File: src/rtl/lzbd_pkg.sv
// Package for the LZSS bit-packed decoder.
// Holds default parameters, constants, the control state type and shared structs.
// No dependencies.
`timescale 1ns / 1ps

package lzbd_pkg;

    localparam int WINDOW_BITS_DEF = 12;
    localparam int LENGTH_BITS_DEF = 4;
    localparam int LOOKAHEAD_DEF   = 17;

    localparam logic [7:0] SPACE_BYTE = 8'h20;

    typedef enum logic [2:0] {
        ST_IDLE,
        ST_SHIFT,
        ST_COPY_RD,
        ST_COPY_WR,
        ST_FLUSH
    } state_t;

    typedef struct packed {
        logic       valid;
        logic [7:0] data;
        logic       done;
    } emit_t;

    typedef struct packed {
        logic empty;
        logic lit_ready;
        logic match_ready;
    } tok_stat_t;

endpackage

File: src/rtl/lzbd_out_if.sv
// Output channel interface of the LZSS decoder: one decompressed byte per item.
// Depends on nothing.
`timescale 1ns / 1ps

interface lzbd_out_if;
    logic       valid;
    logic       ready;
    logic [7:0] out_byte;
    logic       last_of_run;
    logic       stream_done;

    modport source (output valid, output out_byte, output last_of_run, output stream_done,
                    input ready);
    modport sink (input valid, input out_byte, input last_of_run, input stream_done,
                  output ready);
endinterface

File: src/rtl/lzbd_out_stage.sv
// Output stage of the LZSS decoder: holds one pending byte until it is known
// whether it ends its run, then moves it into the output register.
// Depends on lzbd_pkg and lzbd_out_if.
`timescale 1ns / 1ps

module lzbd_out_stage (
    input  logic              clk,
    input  logic              rst_n,
    input  lzbd_pkg::emit_t   emit,
    input  logic              flush,
    output logic              room,
    lzbd_out_if.source        data_out
);

    logic       pend_v_reg;
    logic [7:0] pend_data_reg;
    logic       pend_done_reg;
    logic       ov_reg;
    logic [7:0] out_data_reg;
    logic       out_last_reg;
    logic       out_done_reg;
    logic       slot_free;
    logic       move;

    assign slot_free = !ov_reg || data_out.ready;
    assign room      = !pend_v_reg || slot_free;
    assign move      = pend_v_reg && (emit.valid || flush) && slot_free;

    assign data_out.valid       = ov_reg;
    assign data_out.out_byte    = out_data_reg;
    assign data_out.last_of_run = out_last_reg;
    assign data_out.stream_done = out_done_reg;

    always_ff @(posedge clk or negedge rst_n)
    begin
        if (!rst_n)
        begin
            pend_v_reg <= 1'b0;
            ov_reg     <= 1'b0;
        end
        else
        begin
            if (move)
            begin
                ov_reg <= 1'b1;
            end
            else if (data_out.ready)
            begin
                ov_reg <= 1'b0;
            end
            if (emit.valid && room)
            begin
                pend_v_reg <= 1'b1;
            end
            else if (flush && room)
            begin
                pend_v_reg <= 1'b0;
            end
        end
    end

    always_ff @(posedge clk)
    begin
        if (move)
        begin
            out_data_reg <= pend_data_reg;
            out_done_reg <= pend_done_reg;
            out_last_reg <= flush;
        end
        if (emit.valid && room)
        begin
            pend_data_reg <= emit.data;
            pend_done_reg <= emit.done;
        end
    end

endmodule

File: src/flat_wrapper.sv
// flat-port wrapper written by rule: the top's interface ports become plain ports
module lzbd_out_stage_flat 
  (clk, rst_n, emit, flush, room, data_out_valid, data_out_out_byte, data_out_last_of_run, data_out_stream_done, data_out_ready);
  lzbd_out_if data_out_i ();
  input  logic clk;
  input  logic rst_n;
  input  lzbd_pkg::emit_t emit;
  input  logic flush;
  output logic room;
  output wire logic [$bits(data_out_i.valid)-1:0] data_out_valid;
  output wire logic [$bits(data_out_i.out_byte)-1:0] data_out_out_byte;
  output wire logic [$bits(data_out_i.last_of_run)-1:0] data_out_last_of_run;
  output wire logic [$bits(data_out_i.stream_done)-1:0] data_out_stream_done;
  input wire logic [$bits(data_out_i.ready)-1:0] data_out_ready;
  assign data_out_valid = data_out_i.valid;
  assign data_out_out_byte = data_out_i.out_byte;
  assign data_out_last_of_run = data_out_i.last_of_run;
  assign data_out_stream_done = data_out_i.stream_done;
  assign data_out_i.ready = data_out_ready;
  lzbd_out_stage u_core (.clk(clk), .rst_n(rst_n), .emit(emit), .flush(flush), .room(room), .data_out(data_out_i));
endmodule
File: config.mk
export PLATFORM = sky130hd
export DESIGN_NAME = lzbd_out_stage_flat
export DESIGN_NICKNAME = d
export VERILOG_FILES = /design/src/rtl/lzbd_pkg.sv /design/src/rtl/lzbd_out_if.sv /design/src/rtl/lzbd_out_stage.sv /design/src/flat_wrapper.sv
export SDC_FILE = /design/constraint.sdc
export NUM_CORES = 1
export LEC_CHECK = 0
export BUFFER_PORTS_ARGS = -buffer_cell sky130_fd_sc_hd__buf_2
export CELL_PAD_IN_SITES_DETAIL_PLACEMENT = 0
export CELL_PAD_IN_SITES_GLOBAL_PLACEMENT = 2
export CORE_MARGIN = 2
export CORE_UTILIZATION = 32
export DETAILED_ROUTE_END_ITERATION = 8
export PLACE_DENSITY_LB_ADDON = 0.12
export RECOVER_POWER = 25
export SYNTH_ARGS = -nofsm -noshare
export SYNTH_HDL_FRONTEND = slang
export SYNTH_SLANG_ARGS = --single-unit
File: constraint.sdc
create_clock -name clk -period 1.9 [get_ports clk]
set_clock_uncertainty 0.1 [all_clocks]
set_input_delay 0.285 -clock clk [delete_from_list [all_inputs] [get_ports clk]]
set_output_delay 0.285 -clock clk [all_outputs]
set_load 0.005 [all_outputs]
**Yosys cells after proc, flatten, opt, wreduce, memory -nomap -nowiden**

Cells that the tools add are included.

- Muxes and demuxes: 4
- Reductions and logical operators: 11

Operators with widths:

| cell | number |
|---|---|
| logical AND 1 bit | 4 |
| two-way mux 1 bit | 4 |
| nonzero test 2 bit | 2 |
| logical OR 1 bit | 3 |
| zero test 1 bit | 2 |

- Input bits: 14
- Register bits after elaboration: 21
- Output and inout bits: 12
- Word-level logic and storage cells: 22

**Logic depth before layout (Yosys ltp)**

- Word-level depth: 6
- Gate-level depth with buffers: 2
- Depth with buffers taken out: 2

**Worst setup path before layout**

Ideal clock, no wire load.

- Path type: register -> register
- From: register u_core.ov_reg (netlist: u_core.data_out.valid)
- To: register u_core.pend_data_reg[0] (enable)
- Period minus slack after synthesis: 1545 ps
- Stages on the path, launching flop included: 3
- Library setup time: 378 ps
- Data arrival time: 1067 ps
- Setup slack: 355 ps
- Path through: dfrtp_1 > nor2b_4 > a21oi_1

- Cells in the longest elaborated chain, start to end: 4

Ends and longest elaborated chain:

| what | line | source |
|---|---|---|
| from (decl) | lzbd_out_stage.sv:18 | `logic ov_reg;` |
| from (signal assigned) | lzbd_out_stage.sv:39 | `ov_reg <= 1'b0;` |
| from (signal assigned) | lzbd_out_stage.sv:45 | `ov_reg <= 1'b1;` |
| from (signal assigned) | lzbd_out_stage.sv:49 | `ov_reg <= 1'b0;` |
| zero test 1 bit | lzbd_out_stage.sv:25 | `assign slot_free = !ov_reg \|\| data_out.ready;` |
| logical OR 1 bit | lzbd_out_stage.sv:25 |  |
| logical OR 1 bit | lzbd_out_stage.sv:26 | `assign room = !pend_v_reg \|\| slot_free;` |
| logical AND 1 bit | lzbd_out_stage.sv:70 | `if (emit.valid && room)` |
| to (signal assigned) | lzbd_out_stage.sv:72 | `pend_data_reg <= emit.data;` |
| to (decl) | lzbd_out_stage.sv:16 | `logic [7:0] pend_data_reg;` |

No other way between the ends.
A chain may end at the register's enable or synchronous reset.

**Worst setup path after layout**

- From: register u_core.ov_reg (netlist: u_core.data_out.valid)
- To: register u_core.out_done_reg (netlist: u_core.data_out.stream_done) (enable)

- Cells in the longest elaborated chain, start to end: 3

Ends and longest elaborated chain:

| what | line | source |
|---|---|---|
| zero test 1 bit | lzbd_out_stage.sv:25 |  |
| logical OR 1 bit | lzbd_out_stage.sv:25 |  |
| logical AND 1 bit | lzbd_out_stage.sv:27 | `assign move = pend_v_reg && (emit.valid \|\| flush) && slot_free;` |
| named net u_core.move | lzbd_out_stage.sv:23 | `logic move;` |
| to (signal assigned) | lzbd_out_stage.sv:67 | `out_done_reg <= pend_done_reg;` |
| to (decl) | lzbd_out_stage.sv:21 | `logic out_done_reg;` |

The timed path passes the listed nets, and every way through them passes these cells.

==> metrics.md <==
| Metric | Value |
|---|---|
| Final WL | `roughly 950 um` |
| Number of global-route vias before repair | `338` |
| Largest stage delay, worst path | `0.60 ns` |
| Unrepaired setup endpoints after global routing | `false` |
| Vias post-DR | `364` |
| Nets | `77` |
| Layout cells sized above 1 | `50.0%` |
| CP top delay family | `simple AND/OR/NAND/NOR gates` |
| Critical Path Start | `u_core.data_out.valid` |
| ANT cells | `0` |
| Finish-stage setup viols | `0` |
| Clk root buf | `clkbuf_4` |
| CP startpoint kind | `flop` |
| Tcrit/Tclk final | `86.9%` |
| CTS sink count | `21` |
| Avg WL per Cell | `10.7 um` |
| Synth Area in Adders | `0%` |
| Setup TNS | `0 ns` |
| Worst Path Required | `1.73 ns` |
| Net Sw Frac | `20.9%` |
| Final Hold Fails | `0` |
| Overflow after GRT | `0` |
| Leak | `0.359 nW` |
| Reg2Reg Depth | `2` |
| Worst VDD drop | `between 0.3 and 0.4 mV` |
| Worst Hold Class | `primary input to flop` |
| Largest net degree at the start of global routing | `13` |
| Hpwl dp | `751 um` |
| Synth Area in XOR/XNOR | `0%` |
| Initial antenna violation count | `0` |
| CP Max Fanout | `10` |
| Clock input transition at the sequential cells of the worst setup and hold paths | `0.11 ns` |
| Die area | `2570 um2` |
| Logic pwr share | `9.6%` |
| Final ANT Viol Nets | `0` |
| Layout Cells excl Fill | `89` |
| Worst EP arrival | `between 1 and 1.5 ns` |
| Yosys top cell by area | `edfxtp_1` |
| Status | `finished clean` |
| P_sw | `0.000177 W` |
| Inserted Clock Buffers | `3` |
| Mux cell area share after synthesis | `0%` |
| # DRC | `0` |
| Cell count after synthesis | `31` |
| Post-CTS Setup Bufs | `0` |
| Port Buffers | `25` |
| CTS tree | `done` |
| Crit path time final | `1.65 ns` |
| Crit-path slowest cell | `nor2_1` |
| Main area contributors after synthesis | `edfxtp_1 (82%), dfrtp_1 (7.2%), a31oi_4 (3.0%), nand2b_4 (2.0%), nor2b_4 (2.0%)` |
| Die Wd | `50.7 um` |
| Die Span Y | `50.7 um` |
| Synth warn | `0` |
| Netlist cell types | `10` |
| Final instance area | `900 um2` |
| Asr flop ratio synth | `roughly a tenth` |
| Area share of the largest cell type after synthesis | `81.7%` |
| Crit Path Category | `flop to flop` |
| Buf/Inv on CP | `0` |
| Top post-synthesis cells by count | `edfxtp_1 (19), dfrtp_1 (2), nand2_1 (2), nor2_1 (2)` |
| Io pins | `26` |
| Critical path destination | `u_core.data_out.stream_done` |
| H-tree Lvls | `1` |
| Fillers | `~190` |
| Syn Std Cell Area | `between 600 and 700 um2` |
| Main flop type after synthesis | `edfxtp_1` |
| Vias per inst | `4.09` |
| Placed cell count | `84` |
| Reg-to-Reg Start | `u_core.data_out.valid` |
| CP endpoint kind | `flop` |
| Layout area overhead | `28.9%` |
| First-pass GRT wire length | `1.43 mm` |
| Starting Density | `34.9%` |
| First drt pass iteration count | `1` |
| Initial DRC Count | `0` |
| Slew Limit Fails | `0` |
| Util after Layout | `between 40% and 50%` |
| Pwr dens | `940 nW/um2` |
| Rows | `16` |
| Largest family of logic cells by synthesized area | `simple AND/OR/NAND/NOR gates` |
| Power share of the sequential group | `66.7%` |
| EDFF count, synth | `19` |
| Max cap viols | `0` |
| Levels on crit path | `2` |
| Core area | `2000 um2` |
| P_int | `0.000669 W` |
| Most common cell in the netlist | `edfxtp_1` |
| Worst-margin pin slew | `0.776 ns` |
| Global Route Usage Sum | `8.03%` |
| Reg2Reg Capture Point | `u_core.data_out.stream_done` |
| Routability cong. | `0.585` |
| Max Fclk | `0.606 GHz` |
| Complex-gate fraction of the synthesized area | `4.48%` |
| Mapped Nets | `45` |
| Yosys reg bits | `21` |
| Deepest clock path buffer count | `2` |
| Area after DPL | `approximately 860 um2` |
| Crit path cell chain | `nor2b_4, nor2_1` |
| Seq/Total Area, Yosys | `between 80% and 90%` |
| Reg2reg setup slack | `approximately 0.25 ns` |
| Clk pwr share | `23.7%` |
| Clk_lat worst skew | `0.29 ns` |
| Mean cell area of the mapped netlist | `22.5 um2` |
| Synth Area in Simple Gates | `6.09%` |
| Rel. slew slack | `48.1%` |
## layout by cell type (no fill, tap or decap)
master         Yosys  routed
nand2b_4           1       1
clkbuf_1           0       2
inv_1              1       1
dlygate4sd3_1      0       1
a21oi_1            1       1
buf_2              0      23
clkinv_2           0       1
buf_4              0       1
a31oi_4            1       1
edfxtp_1          19      19
dfrtp_1            2       2
nand2_1            2       2
nor2_1             2       2
clkbuf_4           0       3
o21ai_0            1       1
nor2b_4            1       1
## stage by stage
stage                     setup slack [ns]  hold WS [ns]  power, W
after CTS                            0.227        0.0468  0.000865
final                                0.250        0.0589  0.000846
after global routing                 0.160        0.0331  0.000896
after detailed placement             0.241       -0.0231  0.000657
after floorplan                      0.355        -0.111  0.000608
after global placement               0.252       -0.0211  0.000657
## cell type report
class / instances / area [um2] / share of cell area [%]
Sequential cell: 21 / 621 / 69.0
Timing Repair Buffer: 27 / 140 / 15.6
Multi-Input combinational cell: 9 / 73.8 / 8.21
Tap cell: 27 / 33.8 / 3.76
Clock buffer: 3 / 22.5 / 2.50
Clock inverter: 1 / 5.00 / 0.556
Inverter: 1 / 3.75 / 0.417
## power by group through the flow
stage	Sequential (W)	Combinational (W)	Clock [W]
after global placement	0.000573	0.0000839	0
final	0.000564	0.0000812	0.000200
after global routing	0.000567	0.0000892	0.000240
after CTS	0.000565	0.0000843	0.000216
after floorplan	0.000576	0.0000317	0
after detailed placement	0.000575	0.0000822	0
## repair_timing
action,CTS,global route
resized for setup,0,0
endpoints found under the hold margin,2,0
hold buffers,1,0
## how the worst min path moves through the flow
stage             from                 endpoint  slack (ns)  depth (start not counted)
2_1_floorplan    rst_n    u_core.data_out.valid       -0.11                          0
3_3_place_gp     rst_n    u_core.data_out.valid       -0.02                          1
3_5_place_dp     rst_n    u_core.data_out.valid       -0.02                          1
4_1_cts        emit[2]  u_core.pend_data_reg[1]        0.05                          1
5_1_grt        emit[8]  u_core.pend_data_reg[7]        0.03                          1
6_report       emit[2]  u_core.pend_data_reg[1]        0.06                          1
## cell families (layout without fill, tap and decap cells)
family,Yosys count,in the layout
flip-flops,21,21
AO/OA/AOI/OAI,3,3
buffers and inverters,1,32
AND/OR/NAND/NOR,6,6
## worst reg2reg max path, cell delays in order, from the launching register on
cell and delay, ns:
dfrtp_1 0.44, nor2b_4 0.15, nor2_1 0.60
## layer usage
metal	vias to the layer above	wire (um)	GRT usage [%]
met3	2	77	2.68
met5	-	0	0
met4	0	19	4.05
li1	179	-	-
met1	165	384	8.19
met2	18	468	14.5
Power figures use the tool's default switching activity.
