### config.mk
export PLATFORM = sky130hd
export DESIGN_NAME = lzbd_token
export DESIGN_NICKNAME = d
export VERILOG_FILES = /design/src/rtl/lzbd_pkg.sv /design/src/rtl/lzbd_token.sv
export SDC_FILE = /design/constraint.sdc
export NUM_CORES = 1
export LEC_CHECK = 0
export BUFFER_PORTS_ARGS = -buffer_cell sky130_fd_sc_hd__buf_2
export CORE_ASPECT_RATIO = 1.2
export CORE_MARGIN = 5
export CORE_UTILIZATION = 55
export DETAILED_ROUTE_END_ITERATION = 7
export PLACE_DENSITY_LB_ADDON = 0.08
export SLEW_MARGIN = 20
export SYNTH_ARGS = -nofsm -noshare
export SYNTH_HDL_FRONTEND = slang
export SYNTH_SLANG_ARGS = --single-unit
### constraint.sdc
create_clock -name clk -period 2.65 [get_ports clk]
set_clock_uncertainty 0.1 [all_clocks]
set_input_delay 0.1325 -clock clk [delete_from_list [all_inputs] [get_ports clk]]
set_output_delay 0.1325 -clock clk [all_outputs]
set_load 0.1 [all_outputs]
### src/rtl/lzbd_pkg.sv
// Package for the LZSS bit-packed decoder.
// Holds default parameters, constants, the control state type and shared structs.
// No dependencies.
`timescale 1ns / 1ps

package lzbd_pkg;

    localparam int WINDOW_BITS_DEF = 12;
    localparam int LENGTH_BITS_DEF = 4;
    localparam int LOOKAHEAD_DEF   = 17;

    localparam logic [7:0] SPACE_BYTE = 8'h20;

    typedef enum logic [2:0] {
        ST_IDLE,
        ST_SHIFT,
        ST_COPY_RD,
        ST_COPY_WR,
        ST_FLUSH
    } state_t;

    typedef struct packed {
        logic       valid;
        logic [7:0] data;
        logic       done;
    } emit_t;

    typedef struct packed {
        logic empty;
        logic lit_ready;
        logic match_ready;
    } tok_stat_t;

endpackage

### src/rtl/lzbd_token.sv
// Bit-serial token assembler: shifts a code byte out one bit per cycle while step is
// asserted and collects flag, literal and match fields. Depends on lzbd_pkg.
`timescale 1ns / 1ps

module lzbd_token #(
    parameter int WINDOW_BITS = lzbd_pkg::WINDOW_BITS_DEF,
    parameter int LENGTH_BITS = lzbd_pkg::LENGTH_BITS_DEF
) (
    input  logic                   clk,
    input  logic                   rst_n,
    input  logic                   load,
    input  logic [7:0]             load_byte,
    input  logic                   step,
    input  logic                   clear,
    output lzbd_pkg::tok_stat_t    stat,
    output logic [7:0]             lit_byte,
    output logic [WINDOW_BITS-1:0] match_pos,
    output logic [LENGTH_BITS-1:0] match_len
);

    localparam int MATCH_BITS = 1 + WINDOW_BITS + LENGTH_BITS;
    localparam int FIELD_BITS = MATCH_BITS - 1;
    localparam int CW         = $clog2(MATCH_BITS);

    logic [7:0]            byte_sr_reg;
    logic [3:0]            left_reg;
    logic                  flag_reg;
    logic [CW-1:0]         cnt_reg;
    logic [FIELD_BITS-1:0] field_reg;
    logic                  bit_in;
    logic [FIELD_BITS-1:0] field_next;

    assign bit_in     = byte_sr_reg[7];
    assign field_next = {field_reg[FIELD_BITS-2:0], bit_in};

    assign stat.empty       = (left_reg == 4'd0);
    assign stat.lit_ready   = (cnt_reg == CW'(8)) && flag_reg;
    assign stat.match_ready = (cnt_reg == CW'(FIELD_BITS)) && !flag_reg;

    assign lit_byte  = field_next[7:0];
    assign match_pos = field_next[FIELD_BITS-1:LENGTH_BITS];
    assign match_len = field_next[LENGTH_BITS-1:0];

    always_ff @(posedge clk or negedge rst_n)
    begin
        if (!rst_n)
        begin
            left_reg <= 4'd0;
            cnt_reg  <= '0;
            flag_reg <= 1'b0;
        end
        else if (clear)
        begin
            left_reg <= 4'd0;
            cnt_reg  <= '0;
        end
        else if (load)
        begin
            left_reg <= 4'd8;
        end
        else if (step)
        begin
            left_reg <= left_reg - 4'd1;
            if (cnt_reg == '0)
            begin
                flag_reg <= bit_in;
                cnt_reg  <= CW'(1);
            end
            else if (stat.lit_ready || stat.match_ready)
            begin
                cnt_reg <= '0;
            end
            else
            begin
                cnt_reg <= cnt_reg + CW'(1);
            end
        end
    end

    always_ff @(posedge clk)
    begin
        if (load)
        begin
            byte_sr_reg <= load_byte;
        end
        else if (step)
        begin
            byte_sr_reg <= {byte_sr_reg[6:0], 1'b0};
            field_reg   <= field_next;
        end
    end

endmodule

# Yosys cells after proc, flatten, opt, wreduce, memory -nomap -nowiden
# Index checks and enable logic that the tools add are counted.
# word_totals
ff_bits,33
in_bits,13
out_inout_bits,27
wordCells,34
# classes
add_sub_neg,2
n_eq_ne,3
muxes,10
n_bitwise,2
n_reduce_logical,12
# ops
op,count
$mux 5,5
$mux 8,2
$mux 4,3
$add 5x1->5 const B,1
$eq 5x4->1 const B,1
$eq 5x5->1 const B,1
$logic_not 5->1,1
$logic_not 4->1,1
$reduce_and 2->1,2
$reduce_and 4->1,1
$reduce_bool 2->1,2
$sub 4x1->4 const B,1
$reduce_bool 3->1,1
$logic_and 1x1->1,2
$ne 2x1->1 const B,1
$not 1->1,2
$logic_not 1->1,1
$logic_or 1x1->1,1

# Depth between registers and ports, before layout
# Gate-level depths: netlist of the first run.
# depth
depth_word,8
mapped_depth,6
depth_no_buf,5

# Least setup slack after synthesis of the first run
# No wires, ideal clock.
# synth_timing
path_type,register to output
from,register cnt_reg[0]
to,output stat[1] in the netlist's numbering
t_arrival_ns,2.875
required_time_ns,2.418
slack_ns,-0.457
stages_incl_launch_ff,6
path_buffers,1
cell_sequence,dfrtp_1 inv_1 ha_1 nand2b_4 buf_6 nor3_1
# synth_lines
element,line,rtl
"start, declared",lzbd_token.sv:28,logic [CW-1:0] cnt_reg;
"start signal, assigned",lzbd_token.sv:75,cnt_reg <= cnt_reg + CW'(1);
"end, declared",lzbd_token.sv:15,"output lzbd_pkg::tok_stat_t stat,"

==> reports/metrics.csv, run 1 <==
stage;metric;value;unit
sta;setup_slack;574;ps
finish;areaGrowthSynthToFinish;17.1;%
global_route;antenna_found_initial;0;
setup_path;critPathCaptureType;output pin;
sta;slew_viol_final;0;
die;start_util;0.559;
synth;ys_seq_elements;33;
sta;setup_viol;0;
setup_path;crit_start;cnt_reg[4]$_DFFE_PN0P_;
routing;drcViolationCount;0;
run;maxCapViolCount;0;
place;gp_congestion;0.832;
sta;worst_pin_slew;614;ps
finish;final_area;1790;sq um
global_route;grt_usage;0.145;
sta;rsz0062_at_grt;false;
finish;ff_latch_area;941;sq um
setup_path;worstPathCellList;or3b_2 > nor2_1 > buf_2;
synth;ys_types;34;
setup_path;cp_max_fo;9;
synth;ys_seq_area_frac;0.616;
power;powerDensity;615;nW/um^2
clock_tree;cts_sinks;33;
power;intPower;0.750;mW
sta;clock.fmax;482;MHz
clock_tree;cts_made_buffers;5;
setup_path;cp_top_family;simple AND/OR/NAND/NOR gates;
sta;slew_headroom;0.590;
clock_tree;clk_pin_slew_worst_paths;100;ps
finish;multi_input_area;459;sq um
finish;largest_reg_flops;15;
setup_path;crit_path_max_incr_delay;500;ps
worst_hold_path;hp-class;in -> reg;
synth;synth_nets;129;
clock_tree;postCtsSetupBuffers;0;
clock_tree;clock_latency;330;ps
sta;finalCritPeriodShare;0.783;
power;switching_share;0.318;
setup_path;cp-start-kind;register;
global_route;overflow;0;
power;p_clk_frac;0.235;
setup_path;cp.arrival;1840;ps
sta;fin_crit;2080;ps
power;power.share.sequential;0.551;
place;place_hpwl;1910;um
sta;finalHoldViolations;0;
global_route;first_global_vias;937;
setup_path;reg2reg_from;cnt_reg[0]$_DFFE_PN0P_;
finish;n_antenna_cell;0;
synth;netlist_instances;112;
clock_tree;clock-root-buffer;clkbuf_4;
power;total_power;1.10;mW
setup_path;critPathKind;reg -> out;
routing;postRouteAntennaNets;0;
routing;vias;979;
synth;synth-warning-count;0;
die;io_pins;40;
clock_tree;cts_tree;yes;
power;leakagePower;0.752;nW
finish;layout-drive-gt1-share;0.411;
worst_hold_path;hp-start;load_byte[2];
routing;dr.pass1.iters;3;
routing;avgRoutedWirePerCell;14.2;um
routing;routed_wirelength;2620;um
power;power_frac_comb;0.214;
die;num_rows;21;
routing;first_iter_violations;8;
synth;synth_area;1530;sq um
die;dieArea;3940;sq um
power;ir_drop;366;uV
global_route;grt_start_max_net_pins;19;
place;dp_slack;775;ps
finish;fin_nets;167;
place;port_buffers;39;
clock_tree;clk_path_buf_depth;2;
setup_path;slowest_stage;dfrtp_1;
die;dieWidth;58.1;um
setup_path;worstPathRequired;2420;ps
setup_path;crit_buf_inv;1;
routing;drt-vias-per-instance;5.29;
power;p_switching;0.350;mW
finish;n_fill_cell;237;
die;core_area;2730;sq um
sta;final.setup.tns;0;ps
die;die-height;67.7;um
place;place_area;1660;sq um
clock_tree;htreeDepth;2;
run_status;status;finished clean;
global_route;grt_pass1_wl;4170;um
synth;synth.avg_cell_area;13.6;sq um
[cells in the mapped netlist]
cell type / n / area (sq um)
nor3b_1: 1 / 7.51
nand2_1: 6 / 22.5
mux2_2: 10 / 113
nand2b_4: 1 / 13.8
or2_2: 1 / 6.26
nor4b_1: 1 / 8.76
o211ai_1: 3 / 22.5
nand3_1: 2 / 10.0
o22ai_1: 1 / 6.26
dfrtp_1: 10 / 250
buf_6: 2 / 22.5
or3b_2: 1 / 8.76
edfxtp_1: 23 / 691
buf_2: 2 / 10.0
nor2b_1: 1 / 6.26
clkbuf_1: 2 / 7.51
o311a_1: 1 / 10.0
nand2b_1: 1 / 6.26
or3_1: 2 / 12.5
and4bb_2: 1 / 12.5
ha_1: 4 / 50.1
nor3_1: 4 / 20.0
inv_1: 6 / 22.5
nor4_2: 1 / 12.5
xnor2_1: 2 / 17.5
a2111oi_2: 1 / 15.0
and2_1: 1 / 6.26
xor2_1: 1 / 8.76
a31oi_1: 2 / 12.5
buf_4: 10 / 75.1
or3b_1: 1 / 8.76
a21oi_1: 3 / 15.0
o21ai_0: 1 / 5.00
nor2_1: 3 / 11.3
[routing by layer]
metal,track usage,vias up,wire length (um)
met2,0.251,33,1380
li1,-,468,-
met4,0.0696,0,27
met5,0,-,0
met1,0.152,474,1030
met3,0.0593,4,190
[power groups by stage]
stage | sequential (mW) | combinational [mW] | clock [mW]
after floorplan | 0.676 | 0.143 | 0
after global placement | 0.617 | 0.224 | 0
after detailed placement | 0.619 | 0.228 | 0
after CTS | 0.608 | 0.237 | 0.266
after global routing | 0.611 | 0.246 | 0.289
final | 0.607 | 0.235 | 0.259
[final timing paths]
| path | end | slack (ps) | depth (start not counted) |
|---|---|---|---|
| min reg2reg | field_reg[9]$_DFFE_PP_ | 350 | 0 |
| max in group asynchronous | flag_reg$_DFFE_PN0P_ | 2140 | 2 |
| min | byte_sr_reg[2]$_DFFE_PP_ | 20 | 2 |
| max reg2reg | cnt_reg[0]$_DFFE_PN0P_ | 960 | 5 |
| max | stat[0] | 570 | 3 |
| min in group asynchronous | left_reg[2]$_DFFE_PN0P_ | 90 | 2 |
[cell type report]
| class | count | share of cell area |
|---|---|---|
| Sequential cell | 33 | 0.526 |
| Timing Repair Buffer | 47 | 0.154 |
| Tap cell | 34 | 0.0238 |
| Clock buffer | 8 | 0.0273 |
| Multi-Input combinational cell | 57 | 0.257 |
| Inverter | 6 | 0.0126 |
[per-stage QoR]
step | utilization | instances | hold slack (ps)
floorplan | - | 112 | -263
global placement | 0.608 | 169 | -88.6
detailed placement | 0.608 | 169 | -89.1
CTS | 0.655 | 185 | 3.42
global route | 0.655 | 185 | 0.485
finish | 0.655 | 185 | 16.8
[cell usage in the layout (no fill, tap or decap), types with 2 or more instances in the layout]
cell type	instances
nand2_1	6
mux2_2	10
a21oi_1	3
o211ai_1	3
buf_2	39
inv_1	6
or3_1	2
nor3_1	3
clkbuf_4	5
nand3_1	2
edfxtp_1	23
nor2_1	3
a31oi_1	2
clkbuf_1	3
ha_1	4
xnor2_1	2
dfrtp_1	10
dlygate4sd3_1	8
[repair_timing]
item                                    CTS  global route
endpoints found under the hold margin    23             0
resized for setup                         0             0
hold buffers                              8             0
endpoints found under the setup margin    0             0
[cells by family after synthesis]
logic type	Yosys count	synth area share
buffers and inverters	22	0.0901
multiplexers	10	0.0737
flip-flops	33	0.616
adder cells (fa/ha/maj)	4	0.0328
XOR/XNOR	3	0.0172
AO/OA/AOI/OAI	12	0.0565
AND/OR/NAND/NOR	28	0.114
Power figures use the tool's default switching activity.
==> run 2: changes to the inputs <==
--- a/config.mk
+++ b/config.mk
@@ -8,7 +8,7 @@
 export BUFFER_PORTS_ARGS = -buffer_cell sky130_fd_sc_hd__buf_2
 export CORE_ASPECT_RATIO = 1.2
 export CORE_MARGIN = 5
-export CORE_UTILIZATION = 55
+export CORE_UTILIZATION = 46
 export DETAILED_ROUTE_END_ITERATION = 7
 export PLACE_DENSITY_LB_ADDON = 0.08
 export SLEW_MARGIN = 20
==> constraint.sdc (replaced) <==
create_clock -name clk -period 1.7 [get_ports clk]
set_clock_uncertainty 0.1 [all_clocks]
set_input_delay 0.085 -clock clk [delete_from_list [all_inputs] [get_ports clk]]
set_output_delay 0.085 -clock clk [all_outputs]
set_load 0.1 [all_outputs]
==> run 2 against run 1 <==
Setup slack worse by 500 ps. Non-clock buffer count up 6. Largest power group unchanged. Final area up 9.7%. Hold slack worse by 14 ps. Combinational power up 67%. Clock power rose to 2.7 times the previous value. Global-route usage down 1.4 points. Sequential cell count unchanged. Sequential power up 56%. Largest cell class unchanged. Clock-buffer cell count down 2. Die area up 16%.
==> reports/metrics.csv, run 2 (synthesis gave the netlist of run 1 again) <==
stage;metric;value;unit
routing;avgRoutedWirePerCell;14.8;um
global_route;grtUsageMet2;0.210;
worst_hold_path;hp-start;clear;
power;leakagePower;0.817;nW
die;start_util;0.466;
global_route;overflow;0;
global_route;grt_usage;0.131;
finish;n_fill_cell;287;
setup_path;reg2reg_from;cnt_reg[1]$_DFFE_PN0P_;
clock_tree;clk_path_buf_depth;2;
global_route;first_global_vias;1005;
routing;postRouteAntennaNets;0;
clock_tree;clk_pin_slew_worst_paths;60;ps
die;io_pins;40;
sta;finalCritPeriodShare;0.954;
routing;first_iter_violations;19;
setup_path;crit_path_max_incr_delay;400;ps
global_route;grt_pass1_wl;4630;um
sta;slew_headroom;0.674;
sta;fin_crit;1620;ps
place;port_buffers;39;
clock_tree;htreeDepth;2;
sta;rsz0062_at_grt;false;
routing;routed_wirelength;2870;um
clock_tree;clock-root-buffer;clkbuf_8;
global_route;antenna_found_initial;0;
routing;vias;1001;
place;dp_slack;64.5;ps
finish;n_antenna_cell;0;
global_route;top_usage_layer;met2;
setup_path;cp.arrival;1700;ps
setup_path;cp_top_family;compound AO/OA/AOI/OAI gates;
setup_path;cp_max_fo;9;
routing;drcViolationCount;0;
sta;final.setup.tns;0;ps
setup_path;crit_start;cnt_reg[1]$_DFFE_PN0P_;
setup_path;critPathKind;reg -> reg;
setup_path;worstPathCellList;inv_1 > ha_1 > nand2b_4 > o311a_1 > a2111oi_2;
power;total_power;2.05;mW
run;maxCapViolCount;0;
finish;final_cell_mix;36 x buf_2, 23 x edfxtp_1, 10 x mux2_2;
run_status;status;finished clean;
global_route;use_met3;0.0539;
routing;dr.pass1.iters;4;
sta;finalHoldViolations;0;
power;powerDensity;1040;nW/um^2
setup_path;critPathCaptureType;register;
finish;final_common_cell;buf_2;
finish;layout-drive-gt1-share;0.465;
setup_path;slowest_stage;dfrtp_1;
place;place_hpwl;1950;um
finish;fin_nets;173;
die;core_area;3280;sq um
routing;drt-vias-per-instance;5.16;
global_route;grt_start_max_net_pins;16;
setup_path;crit_buf_inv;1;
die;dieWidth;62.6;um
worst_hold_path;hp-class;in -> reg;
place;gp_congestion;0.786;
clock_tree;cts_made_buffers;5;
power;ir_drop;802;uV
sta;slew_viol_final;0;
clock_tree;clock_latency;280;ps
finish;areaGrowthSynthToFinish;28.5;%
setup_path;cp-start-kind;register;
finish;largest_reg_flops;15;
sta;setup_slack;77.4;ps
die;num_rows;23;
sta;clock.fmax;616;MHz
clock_tree;cts_sinks;33;
die;die-height;73.1;um
setup_path;worstPathRequired;1770;ps
sta;worst_pin_slew;492;ps
clock_tree;cts_tree;yes;
global_route;grt_util_met1;0.150;
sta;setup_viol;0;
die;dieArea;4580;sq um
==> run 2: where the power goes <==
part	switching (mW)	internal, mW	total [mW]
Combinational	0.287	0.105	0.393
Sequential	0.0293	0.919	0.948
Clock	0.273	0.432	0.705
==> run 2: through the flow <==
step	hold WS (ps)	util	area (sq um)	std cells
after floorplan	-311	-	1560	112
after global placement	-140	0.534	1750	175
after detailed placement	-138	0.534	1750	175
after CTS	0.496	0.594	1950	192
after global routing	3.13	0.598	1960	194
final	2.46	0.598	1960	194
==> run 2: path summary, 6_finish.rpt <==
check	end	slack (ps)	cells after the start
worst min register to register	field_reg[12]$_DFFE_PP_	350	0
max in group asynchronous	cnt_reg[4]$_DFFE_PN0P_	1190	2
worst min-delay path	cnt_reg[0]$_DFFE_PN0P_	2	2
worst max-delay path	cnt_reg[0]$_DFFE_PN0P_	80	5
min in group asynchronous	left_reg[3]$_DFFE_PN0P_	90	2
worst max register to register	cnt_reg[0]$_DFFE_PN0P_	80	5
==> run 2: repair_timing <==
| item | in CTS | in global routing |
|---|---|---|
| buffers inserted | 2 | 2 |
| pin swaps | 0 | 1 |
| endpoints found under the hold margin | 16 | 0 |
| gates resized for setup | 3 | 0 |
| setup endpoints to repair | 1 | 2 |
| hold buffers | 7 | 0 |
==> run 2: cell type report <==
type                    count  area (sq um)  area share
clock buffers               6          72.6      0.0370
clock inverters             2          33.8      0.0172
inverters                   6          22.5      0.0115
multi-input cells          57           482       0.245
flip-flops and latches     33           943       0.481
well taps                  37          46.3      0.0236
repair buffers             53           363       0.185
==> run 2: worst reg2reg max path: stages (launching register included) <==
cell       delay, ps
dfrtp_1          400
inv_1             70
ha_1             180
nand2b_4         130
o311a_1          320
a2111oi_2        330
==> run 2: metal layers <==
layer,vias up,part of all wire
met2,34,0.52
met3,7,0.060
met5,-,0
met1,482,0.40
li1,478,-
met4,0,0.020
==> run 3: changes to the inputs <==
--- a/config.mk
+++ b/config.mk
@@ -8,7 +8,8 @@
 export BUFFER_PORTS_ARGS = -buffer_cell sky130_fd_sc_hd__buf_2
 export CORE_ASPECT_RATIO = 1.2
 export CORE_MARGIN = 5
-export CORE_UTILIZATION = 46
+export CORE_UTILIZATION = 49
+export CTS_BUF_LIST = sky130_fd_sc_hd__clkbuf_4
 export DETAILED_ROUTE_END_ITERATION = 7
 export PLACE_DENSITY_LB_ADDON = 0.08
 export SLEW_MARGIN = 20
==> run 3 against run 2 <==
Utilization rose by 5.9 points. Setup slack worse by 67 ps. Register-to-register slack improved by 30 ps. Sequential share of layout area down 0.69 points. First-iteration DRC count rose by 21%. Global-route usage increased by 2.9 points. Combinational power grew 4%. Hold slack improved by 38 ps. Die area is 5.2% lower. Clock power shrank 37%. Fmax shrank 4.0%.
==> reports/metrics.csv, run 3 (synthesis gave the netlist of run 1 again) <==
stage;metric;value;unit
run_status;status;finished clean;
power;ir_drop;623;uV
global_route;antenna_found_initial;0;
sta;slew_headroom;0.676;
global_route;overflow;0;
global_route;grt_usage;0.159;
clock_tree;cts_tree;yes;
sta;hold_ws;40.3;ps
place;place_area;1770;sq um
die;dieWidth;61.0;um
global_route;first_global_vias;1166;
sta;finalHoldViolations;0;
finish;areaGrowthSynthToFinish;30.4;%
die;die-height;71.2;um
setup_path;cp_max_fo;8;
clock_tree;clk_pin_slew_worst_paths;90;ps
finish;final_area;1990;sq um
global_route;grt_pass1_wl;5120;um
clock_tree;clk_path_buf_depth;2;
clock_tree;cts_sinks;33;
setup_path;worstPathRequired;1510;ps
routing;dr.pass1.iters;2;
place;dp_slack;68.5;ps
finish;largest_reg_flops;15;
finish;final_cell_mix;36 x buf_2, 23 x edfxtp_1, 12 x buf_4;
sta;fin_crit;1690;ps
setup_path;worstPathCellList;inv_1 > ha_2 > nand2b_4 > nor3_4 > buf_12;
setup_path;cp-start-kind;register;
routing;drcViolationCount;0;
routing;first_iter_violations;23;
sta;worst_pin_slew;489;ps
clock_tree;htreeDepth;2;
clock_tree;cts_made_buffers;5;
setup_path;slowest_stage;dfrtp_1;
sta;setup_viol;0;
sta;slew_viol_final;0;
place;gp_congestion;0.831;
worst_hold_path;hp-class;in -> async;
routing;drt-vias-per-instance;5.18;
die;core_area;3030;sq um
setup_path;r2r_slack;110;ps
global_route;grt_start_max_net_pins;16;
setup_path;critPathKind;reg -> out;
routing;routed_wirelength;3050;um
finish;n_antenna_cell;0;
die;start_util;0.505;
routing;avgRoutedWirePerCell;15.1;um
clock_tree;clock-root-buffer;clkbuf_4;
sta;finalCritPeriodShare;0.994;
finish;layout-drive-gt1-share;0.482;
die;num_rows;22;
run;maxCapViolCount;0;
place;port_buffers;39;
die;dieArea;4340;sq um
setup_path;critPathCaptureType;output pin;
setup_path;crit_buf_inv;2;
setup_path;cp_top_family;flip-flops;
power;powerDensity;904;nW/um^2
sta;rsz0062_at_grt;true;
die;io_pins;40;
sta;final.setup.tns;0;ps
finish;fin_nets;182;
setup_path;cp.arrival;1500;ps
clock_tree;clock_latency;340;ps
setup_path;crit_path_max_incr_delay;390;ps
power;leakagePower;0.840;nW
routing;postRouteAntennaNets;0;
finish;final_common_cell;buf_2;
sta;setup_slack;10.5;ps
routing;vias;1046;
sta;clock.fmax;592;MHz
place;place_hpwl;2090;um
-- run 3: changes by cell type in the layout (fill, tap and decap cells not counted), sizes merged --
| cell | change |
|---|---|
| buf | +5 |
| dlygate4sd3 | +4 |
| bufinv | -1 |
| clkbuf | +1 |
-- run 3: metrics by stage --
step,utilization,power (mW),instances
2_1_floorplan,-,1.28,112
3_3_place_gp,0.583,1.34,176
3_5_place_dp,0.583,1.35,176
4_1_cts,0.648,1.81,198
5_1_grt,0.658,1.89,202
6_report,0.658,1.80,202
-- run 3: timing repair --
action | in CTS | in global routing
gates resized for setup | 4 | 0
endpoints found under the hold margin | 27 | 0
pin swaps | 2 | 1
hold buffers | 11 | 0
endpoints found under the setup margin | 2 | 3
setup buffers | 4 | 4
-- run 3: path summary, 6_finish.rpt --
path,startpoint,end,cells past startpoint
worst min register to register,field_reg[12]$_DFFE_PP_,field_reg[13]$_DFFE_PP_,0
worst min-delay path,rst_n,left_reg[1]$_DFFE_PN0P_,2
min in group clk,load,left_reg[1]$_DFFE_PN0P_,3
worst max-delay path,cnt_reg[1]$_DFFE_PN0P_,stat[1],5
max in group asynchronous,rst_n,cnt_reg[3]$_DFFE_PN0P_,2
worst max register to register,cnt_reg[1]$_DFFE_PN0P_,cnt_reg[0]$_DFFE_PN0P_,5
-- run 3: where the power goes --
group | internal, mW | switching [mW] | total [mW] | leakage [nW]
clock network | 0.191 | 0.254 | 0.445 | 0.0338
registers | 0.917 | 0.0291 | 0.946 | 0.353
logic | 0.119 | 0.290 | 0.409 | 0.453
total | 1.23 | 0.573 | 1.80 | 0.840
-- run 3: area by class of cell --
| cell class | instances | area [sq um] |
|---|---|---|
| Clock buffer | 7 | 52.6 |
| Sequential cell | 33 | 943 |
| Multi-Input combinational cell | 57 | 484 |
| Fill cell | 250 | 1040 |
| Tap cell | 36 | 45.0 |
| Inverter | 6 | 22.5 |
| Timing Repair Buffer | 62 | 440 |
| Clock inverter | 1 | 3.75 |
-- run 3: metal layers --
| layer | GRT usage | up-vias | part of all wire |
|---|---|---|---|
| li1 | - | 501 | - |
| met1 | 0.169 | 498 | 0.37 |
| met2 | 0.266 | 38 | 0.52 |
| met4 | 0.0819 | 0 | 0.029 |
| met5 | 0 | - | 0 |
| met3 | 0.0602 | 9 | 0.078 |
